`src/rtl/core/smith_predictor_controller_unit_assert.svh`:
```
// Assertion macros for the Smith predictor controller.
// Used by the top level; depends on nothing else.
`ifndef SMITH_PREDICTOR_CONTROLLER_UNIT_ASSERT_SVH
`define SMITH_PREDICTOR_CONTROLLER_UNIT_ASSERT_SVH

// Same-cycle implication, disabled during reset.
`define SPC_ASSERT_NOW(label, clk, rst_n, ante, cons, msg) \
    label: assert property (@(posedge clk) disable iff (!rst_n) (ante) |-> (cons)) \
        else $error(msg);

// Next-cycle implication, disabled during reset.
`define SPC_ASSERT_NEXT(label, clk, rst_n, ante, cons, msg) \
    label: assert property (@(posedge clk) disable iff (!rst_n) (ante) |=> (cons)) \
        else $error(msg);

`endif

```
`src/rtl/core/spc_ram.sv`:
```
// Generic single-write, single-read RAM with a registered read port.
// No dependencies.
module spc_ram #(
    parameter int W     = 32,
    parameter int DEPTH = 64,
    parameter int AW    = $clog2(DEPTH)
) (
    input  logic          clk,
    input  logic          we,
    input  logic [AW-1:0] waddr,
    input  logic [W-1:0]  wdata,
    input  logic [AW-1:0] raddr,
    output logic [W-1:0]  rdata
);

    logic [W-1:0] mem [DEPTH];

    always_ff @(posedge clk)
    begin
        if (we)
        begin
            mem[waddr] <= wdata;
        end
        rdata <= mem[raddr];
    end

endmodule

```
`config.mk`:
```
export PLATFORM = sky130hd
export DESIGN_NAME = spc_ram
export DESIGN_NICKNAME = d
export VERILOG_FILES = /design/src/rtl/core/smith_predictor_controller_unit_assert.svh /design/src/rtl/core/spc_ram.sv
export SDC_FILE = /design/constraint.sdc
export NUM_CORES = 2
export LEC_CHECK = 0
export BUFFER_PORTS_ARGS = -buffer_cell sky130_fd_sc_hd__buf_4
export CAP_MARGIN = 25
export CORE_ASPECT_RATIO = 1.2
export CORE_MARGIN = 3
export CORE_UTILIZATION = 55
export DETAILED_ROUTE_END_ITERATION = 7
export PLACE_DENSITY = 0.82
export SLEW_MARGIN = 30
export SYNTH_ARGS = -nofsm -noshare
export SYNTH_HDL_FRONTEND = slang
export SYNTH_SLANG_ARGS = --single-unit
export TNS_END_PERCENT = 10
```
`constraint.sdc`:
```
create_clock -name clk -period 3.93 [get_ports clk]
set_clock_uncertainty 0.1 [all_clocks]
set_input_delay 0.393 -clock clk [delete_from_list [all_inputs] [get_ports clk]]
set_output_delay 0.393 -clock clk [all_outputs]
set_load 0.1 [all_outputs]
```
==> flow_summary.json <==
{
  "clk_pin_slew_ns": 0.06,
  "hold_slack_ns": 0.0190,
  "ant_nets": 0,
  "status": "finished, final reports clean",
  "chipHeight_um": 420,
  "setup_tns_ns": 0,
  "cts_max_level": 4,
  "insertion_delay_ns": 0.84,
  "start_util_pct": 55.5,
  "cts.path.max_buffers": 3,
  "drive_above_1_share_pct": 29.6,
  "synth_ff_type": "edfxtp_1",
  "initialDrtViolationCount": 6236,
  "rows": 151,
  "cts_buffers": 182,
  "ys_types": 34,
  "leakage_nw": 27.7,
  "syn_area_per_cell_sq_um": 23.6,
  "layout_common_cells": "2,048 x edfxtp_1, 544 x mux4_2, 204 x buf_4, 188 x clkbuf_16, 93 x mux2i_1",
  "power.total_mw": 44.9,
  "seq_area_frac_synth_pct": 79.1,
  "grt_pass1_wl_mm": 300,
  "finalCritPeriodShare_pct": 70.5,
  "cap_violations": 0,
  "die_x_um": 351,
  "powerDensity_nw_per_um2": 505,
  "firstDrtPassIters": 6,
  "die-area_sq_um": 147000,
  "setup_ws_ns": 1.16,
  "startpoint_type": "input port",
  "core-area_sq_um": 142000,
  "path_max_fanout": 21,
  "synth_nets": 3370,
  "grt_overflow_total": 0,
  "yosysTopAreaCell": "edfxtp_1",
  "numClockSinks": 2080,
  "hold_violations": 0,
  "grt_pass1_vias": 40300,
  "cts_root_buf": "clkbuf_16",
  "antenna_found_initial": 17,
  "synth_top_area_share_pct": 78.3,
  "ys_warn_count": 0,
  "wire_per_inst_um": 37.7,
  "finalWirelength_mm": 211,
  "crit_type": "input port to flop",
  "synth_edf_count": 2048,
  "via_per_inst": 7.03,
  "num_io_pins": 78,
  "yosys_register_bits": 2080,
  "max_freq_ghz": 0.361,
  "grt_max_degree": 76,
  "syn_area_sq_um": 78500,
  "hold_path_class": "input port to flop",
  "cts_tree": "built",
  "place.port_buffers": 77,
  "ir_drop_uv": 375,
  "cts_setup_buffers": 0,
  "cp.required_ns": 4.51,
  "gp_congestion": 0.832,
  "area_delta_synth_final_pct": 13.1,
  "r2r_setup_slack_ns": 1.51,
  "worst_slew_pin_slew_ns": 1.10,
  "setup_viol": 0,
  "syn_inst": 3324,
  "cp.arrival_ns": 3.35,
  "asyncSetResetFlopFracSynth_pct": 0,
  "drv_slew": 0,
  "final_nets": 3643,
  "place_hpwl_mm": 111,
  "via_count": 39400,
  "cp-end-kind": "flop",
  "drc": 0,
  "synth_area_leaders": "edfxtp_1 78%, mux4_2 16%, mux2i_1 1.2%, dfxtp_1 0.82%, o22ai_1 0.67%",
  "pre_cts_slack_ns": 0.494,
  "max_slew_margin_pct": 26.4,
  "grt.total_usage_pct": 29.2,
  "fin_crit_ns": 2.77,
  "rsz0062_at_grt": "no",
  "final_common_cell": "edfxtp_1"
}
[final cells by class]
cell class	count	area (sq um)
multi-input cells	1062	16000
diodes	10	25.0
clock inverters	98	783
fillers	8483	52700
clock buffers	240	4960
well taps	1836	2300
flip-flops and latches	2080	62100
repair buffers	271	2620
[power by group]
part           internal (mW)  leakage (nW)  switching (mW)
registers               24.6          18.7           0.132
clock network           9.62          2.81            7.89
logic                  0.902          6.17            1.79
total                   35.1          27.7            9.81
[metal layers]
| layer | wire length (um) | GRT usage (%) | up-vias | share of wire [%] |
|---|---|---|---|---|
| met4 | 11600 | 14.2 | 12 | 5.5 |
| met1 | 67900 | 38.0 | 20400 | 32 |
| met5 | 78 | 0 | - | 0.037 |
| met2 | 104000 | 46.9 | 3519 | 50 |
| li1 | - | - | 14800 | - |
| met3 | 26800 | 6.92 | 666 | 13 |
[registers in the layout (all words and copies together), names as in the netlist]
signal  cells
rdata      32
mem      2048
[stage by stage]
| step | cells | util (%) | instance area [sq um] |
|---|---|---|---|
| 3_3_place_gp | 5225 | 58.5 | 82800 |
| 6_report | 5597 | 62.7 | 88800 |
| 5_1_grt | 5588 | 62.7 | 88800 |
| 3_5_place_dp | 5225 | 58.5 | 82800 |
| 4_1_cts | 5587 | 62.7 | 88800 |
| 2_1_floorplan | 3324 | - | 78500 |
[Yosys cell counts, drive strengths merged, types with 5 or more instances]
| cell | n |
|---|---|
| a22oi | 12 |
| edfxtp | 2048 |
| o221ai | 27 |
| clkbuf | 74 |
| nor2 | 137 |
| nor3 | 7 |
| nor2b | 15 |
| nand2 | 26 |
| o22ai | 84 |
| mux4 | 544 |
| nand3 | 5 |
| nand3b | 5 |
| mux2i | 93 |
| dfxtp | 32 |
| a311oi | 8 |
| a21oi | 62 |
| nand2b | 8 |
| or3b | 5 |
| buf | 108 |
[cells by family after synthesis]
| group | Yosys count | synth area share [%] |
|---|---|---|
| AO/OA/AOI/OAI | 202 | 1.67 |
| buffers and inverters | 182 | 1.13 |
| flip-flops | 2080 | 79.1 |
| multiplexers | 637 | 16.8 |
| AND/OR/NAND/NOR | 223 | 1.27 |
[path summary, 6_finish.rpt]
| kind | from | end | depth (start not counted) |
|---|---|---|---|
| hold / removal | wdata[19] | mem[52][19]$_DFFE_PP_ | 1 |
| setup reg to reg | mem[0][9]$_DFFE_PP_ | rdata[9]$_DFF_P_ | 4 |
| setup / recovery | raddr[4] | rdata[20]$_DFF_P_ | 7 |
| hold reg to reg | mem[12][20]$_DFFE_PP_ | rdata[20]$_DFF_P_ | 4 |
[critical path, stage by stage]
cell and delay, ns:
dlygate4sd3_1 0.58, buf_4 0.45, nand2_1 0.59, buf_4 0.46, a41o_1 0.27, o32ai_1 0.46
nor3_1 0.08
[repair_timing]
action                    4_1_cts  5_1_grt
hold endpoints to repair      482        0
hold buffers                   24        0
gates resized for setup         0        0
No activity file was read; power rests on OpenSTA's default activity.
