File: src/rtl/core/smith_predictor_controller_unit_assert.svh
// Assertion macros for the Smith predictor controller.
// Used by the top level; depends on nothing else.
`ifndef SMITH_PREDICTOR_CONTROLLER_UNIT_ASSERT_SVH
`define SMITH_PREDICTOR_CONTROLLER_UNIT_ASSERT_SVH

// Same-cycle implication, disabled during reset.
`define SPC_ASSERT_NOW(label, clk, rst_n, ante, cons, msg) \
    label: assert property (@(posedge clk) disable iff (!rst_n) (ante) |-> (cons)) \
        else $error(msg);

// Next-cycle implication, disabled during reset.
`define SPC_ASSERT_NEXT(label, clk, rst_n, ante, cons, msg) \
    label: assert property (@(posedge clk) disable iff (!rst_n) (ante) |=> (cons)) \
        else $error(msg);

`endif

File: src/rtl/core/spc_pkg.sv
// Shared constants, codes and saturation helper for the Smith predictor controller.
// No dependencies.
package spc_pkg;

    localparam int DATA_W    = 32;
    localparam int PROD_W    = 48;
    localparam int ACC_W     = 56;
    localparam int CFG_IDX_W = 3;

    localparam logic [CFG_IDX_W-1:0] CFG_MODE            = 3'd0;
    localparam logic [CFG_IDX_W-1:0] CFG_SETPOINT        = 3'd1;
    localparam logic [CFG_IDX_W-1:0] CFG_DELAY_STEPS     = 3'd2;
    localparam logic [CFG_IDX_W-1:0] CFG_COEF_A          = 3'd3;
    localparam logic [CFG_IDX_W-1:0] CFG_COEF_B          = 3'd4;
    localparam logic [CFG_IDX_W-1:0] CFG_COEF_C          = 3'd5;
    localparam logic [CFG_IDX_W-1:0] CFG_SETPOINT_WEIGHT = 3'd6;
    localparam logic [CFG_IDX_W-1:0] CFG_STEP_DT         = 3'd7;

    localparam logic [1:0] MODE_PID     = 2'd0;
    localparam logic [1:0] MODE_LEADLAG = 2'd1;

    localparam logic ACT_SAMPLE = 1'b0;
    localparam logic ACT_COEF   = 1'b1;

    typedef logic signed [DATA_W-1:0] data_t;
    typedef logic signed [PROD_W-1:0] prod_t;
    typedef logic signed [ACC_W-1:0]  acc_t;

    function automatic data_t sat32(input acc_t v);
        data_t r;
        if (v[ACC_W-1:DATA_W-1] == {(ACC_W-DATA_W+1){1'b0}} ||
            v[ACC_W-1:DATA_W-1] == {(ACC_W-DATA_W+1){1'b1}})
        begin
            r = v[DATA_W-1:0];
        end
        else if (v[ACC_W-1])
        begin
            r = {1'b1, {(DATA_W-1){1'b0}}};
        end
        else
        begin
            r = {1'b0, {(DATA_W-1){1'b1}}};
        end
        return r;
    endfunction

endpackage

File: src/rtl/core/spc_mul.sv
// Shared Q16.16 multiplier with round-half-up and a registered product.
// Depends on spc_pkg.
module spc_mul (
    input  logic           clk,
    input  spc_pkg::data_t a,
    input  spc_pkg::data_t b,
    output spc_pkg::prod_t prod_reg
);

    logic signed [63:0] full;

    assign full = (64'(a) * 64'(b)) + 64'sd32768;

    always_ff @(posedge clk)
    begin
        prod_reg <= full[63:16];
    end

endmodule

File: config.mk
export PLATFORM = sky130hd
export DESIGN_NAME = spc_mul
export DESIGN_NICKNAME = d
export VERILOG_FILES = /design/src/rtl/core/smith_predictor_controller_unit_assert.svh /design/src/rtl/core/spc_pkg.sv /design/src/rtl/core/spc_mul.sv
export SDC_FILE = /design/constraint.sdc
export NUM_CORES = 2
export LEC_CHECK = 0
export BUFFER_PORTS_ARGS = -buffer_cell sky130_fd_sc_hd__buf_2
export CAP_MARGIN = 20
export CORE_MARGIN = 3
export CORE_UTILIZATION = 50
export CTS_BUF_LIST = sky130_fd_sc_hd__clkbuf_16
export DETAILED_ROUTE_END_ITERATION = 8
export PLACE_DENSITY = 0.65
export SYNTH_ARGS = -nofsm -noshare
export SYNTH_HDL_FRONTEND = slang
export SYNTH_SLANG_ARGS = --single-unit
File: constraint.sdc
create_clock -name clk -period 14.1 [get_ports clk]
set_input_delay 2.82 -clock clk [delete_from_list [all_inputs] [get_ports clk]]
set_output_delay 2.82 -clock clk [all_outputs]
set_load 0.05 [all_outputs]
==> impl_metrics.tcl <==
set metrics [dict create \
    cts_resized 0 \
    yosysUniqueCellTypes 60 \
    wl_microns 98600 \
    holdCritStartpoint "prod_reg[13]$_DFF_P_" \
    seqCellArea_sq_um 961 \
    maxCapViolCount 0 \
    fillers 6648 \
    synth.avg_cell_area_sq_um 9.51 \
    critical_path_class "input pin to flip-flop" \
    synth.area.top_cells "fa_1 (59%), inv_1 (10%), and2_1 (8.7%)" \
    cp_num_buf_inv 2 \
    end_kind "flip-flop" \
    initial_core_util 0.510 \
    path_cells "buf_2, nand2_1, inv_1, fa_1, fa_1, fa_1, fa_1, fa_1, fa_1, fa_1, fa_1, ha_1, a21oi_1, a21boi_0, o21ai_0, or3_1, o31ai_1, nor2_1, o31ai_2, xnor2_1" \
    largest_reg_flops 48 \
    ys_seq_area_frac 0.0262 \
    grt_pass1_wl_microns 162000 \
    final_hold_viol_count 0 \
    fin_crit_ns 11.20 \
    synth.top_cell.area_share 0.589 \
    crit_top_cell "fa_1" \
    drc 0 \
    synth-seq-cells 48 \
    synth_area_sq_um 36700 \
    h-tree-depth 2 \
    preCtsSetupSlack_ns 2.55 \
    max_freq_mhz 89.3 \
    finalCritPeriodShare 0.794 \
    crit_fanout 32 \
    die_h_microns 277 \
    min_path_type "flip-flop to primary output" \
    clock-sinks 48 \
    areaGrowthSynthToFinish_pct 3.39 \
    ioPinCount 113 \
    num-nets-final 5120 \
    synthArstFlopShare 0 \
    rows 98 \
    synth_warnings 0 \
    hold_depth 1 \
    core_area_sq_um 72100 \
    crit_slowest_cell "fa_1" \
    synth_top_flop_cell "dfxtp_1" \
    drv_slew 0 \
    rsz0062_at_grt "no" \
    cts_tree "done" \
    ant_nets 0 \
    synth.largest_area_cell "fa_1" \
    whs_endpoint "prod_reg[13]" \
    drt_iter0_markers 1314 \
    die_w_microns 277 \
    cp_data_required_time_ns 14.37 \
    setup_ws_ns 2.90 \
    antenna_found_initial 1 \
    layout-drive-gt1-share 0.0408 \
    cp_data_arrival_time_ns 11.47 \
    drtPass1Iterations 5 \
    root_buffer "clkbuf_16" \
    crit_family "adder cells" \
    setup_viol 0 \
    place_congestion 0.894 \
    wire_per_inst_microns 20.8 \
    hold-worst-slack_ns 3.64 \
    track_usage 0.274 \
    num_vias 25300 \
    syn_nets 5190 \
    tightest_slew_ns 1.25 \
    clockBufferDepth 2 \
    cts_setup_buffers 0 \
    synth_edf_count 0 \
    timing.setup.tns_ns 0 \
    multi_input_area_sq_um 31300 \
    grt_overflow 0 \
    cp_slowest_stage_delay_ns 1.01 \
    synthCells 3866 \
    grt_pass1_vias 29000 \
    clkTransAtPathRegs_ns 0.08 \
    via_per_inst 5.33 \
    startpoint_type "input pin" \
    cts_made_buffers 5 \
    grt_max_degree 33 \
    fin_util 0.527 \
    postCtsHoldBufs 0 \
    die-area_sq_um 76800 \
    io_buffers 112 \
    outcome "completed" \
    dp.final_hpwl_microns 77500 \
    relSlewSlack 0.162 \
]
[stage by stage]
stage	instance area, sq um	std cells
after global routing	38000	4747
after global placement	37800	4739
after detailed placement	37800	4739
after floorplan	36700	3866
after CTS	38000	4747
final	38000	4750
[layout make-up]
cell class                 instances  share of cell area
sequential                        48              0.0253
antenna                            3            0.000198
clock buffer                       5             0.00329
clock inverter                     3            0.000494
tap                              950              0.0313
timing repair buffer             131              0.0185
inverter                         976              0.0964
multi-input combinational       2634               0.825
[per-layer routing]
layer	up-vias	track usage	part of all wire	routed length [microns]
met5	-	0	0	0
met4	0	0.0862	0.034	3400
met3	197	0.0498	0.067	6630
met2	887	0.463	0.49	48600
met1	13500	0.359	0.41	40000
li1	10800	-	-	-
[kinds of logic after synthesis]
family / after synthesis / synth area share
flops: 48 / 0.0261
compound gates: 174 / 0.0328
simple gates: 1139 / 0.155
fa+ha+maj: 1259 / 0.650
buf+inv: 1184 / 0.121
xor+xnor: 62 / 0.0148
[synthesized netlist by cell type (2+ instances only)]
cell	count
fa_1	1082
inv_1	975
nand2_1	513
and2_1	512
clkbuf_1	197
ha_1	177
a21oi_1	61
nor2_1	51
dfxtp_1	48
xnor2_1	43
o21ai_0	31
a21o_1	22
xor2_1	19
nand4_1	17
nand3_1	11
o21bai_1	9
nand2b_1	8
nor3_1	8
a211oi_1	6
a31oi_1	6
o21a_1	6
nor2b_1	5
and3_1	4
buf_2	4
a311oi_1	3
buf_1	3
clkbuf_2	3
o21ai_2	3
o31ai_1	3
or3_1	3
a2111oi_4	2
a211o_1	2
a41oi_2	2
[placed cells by master (no fill, tap or decap), types with 43 or more instances in the layout]
cell     instances
nand2_1        513
fa_1          1082
ha_1           177
dfxtp_1         48
and2_1         512
xnor2_1         43
inv_1          975
nor2_1          51
buf_2          112
a21oi_1         61
[how the worst max path moves through the flow]
stage,start,end,slack (ns),cells past startpoint
finish,b[2],prod_reg[33]$_DFF_P_,2.90,20
global route,a[31],prod_reg[33]$_DFF_P_,2.59,20
CTS,b[2],prod_reg[33]$_DFF_P_,2.85,20
detailed placement,b[2],prod_reg[33]$_DFF_P_,2.55,20
global placement,b[2],prod_reg[35]$_DFF_P_,2.55,20
floorplan,b[2],prod_reg[47]$_DFF_P_,4.20,26
Power is left out: the tool's default activity adds up to more than one toggle a clock period on the data nets, which glitch-free logic cannot reach.
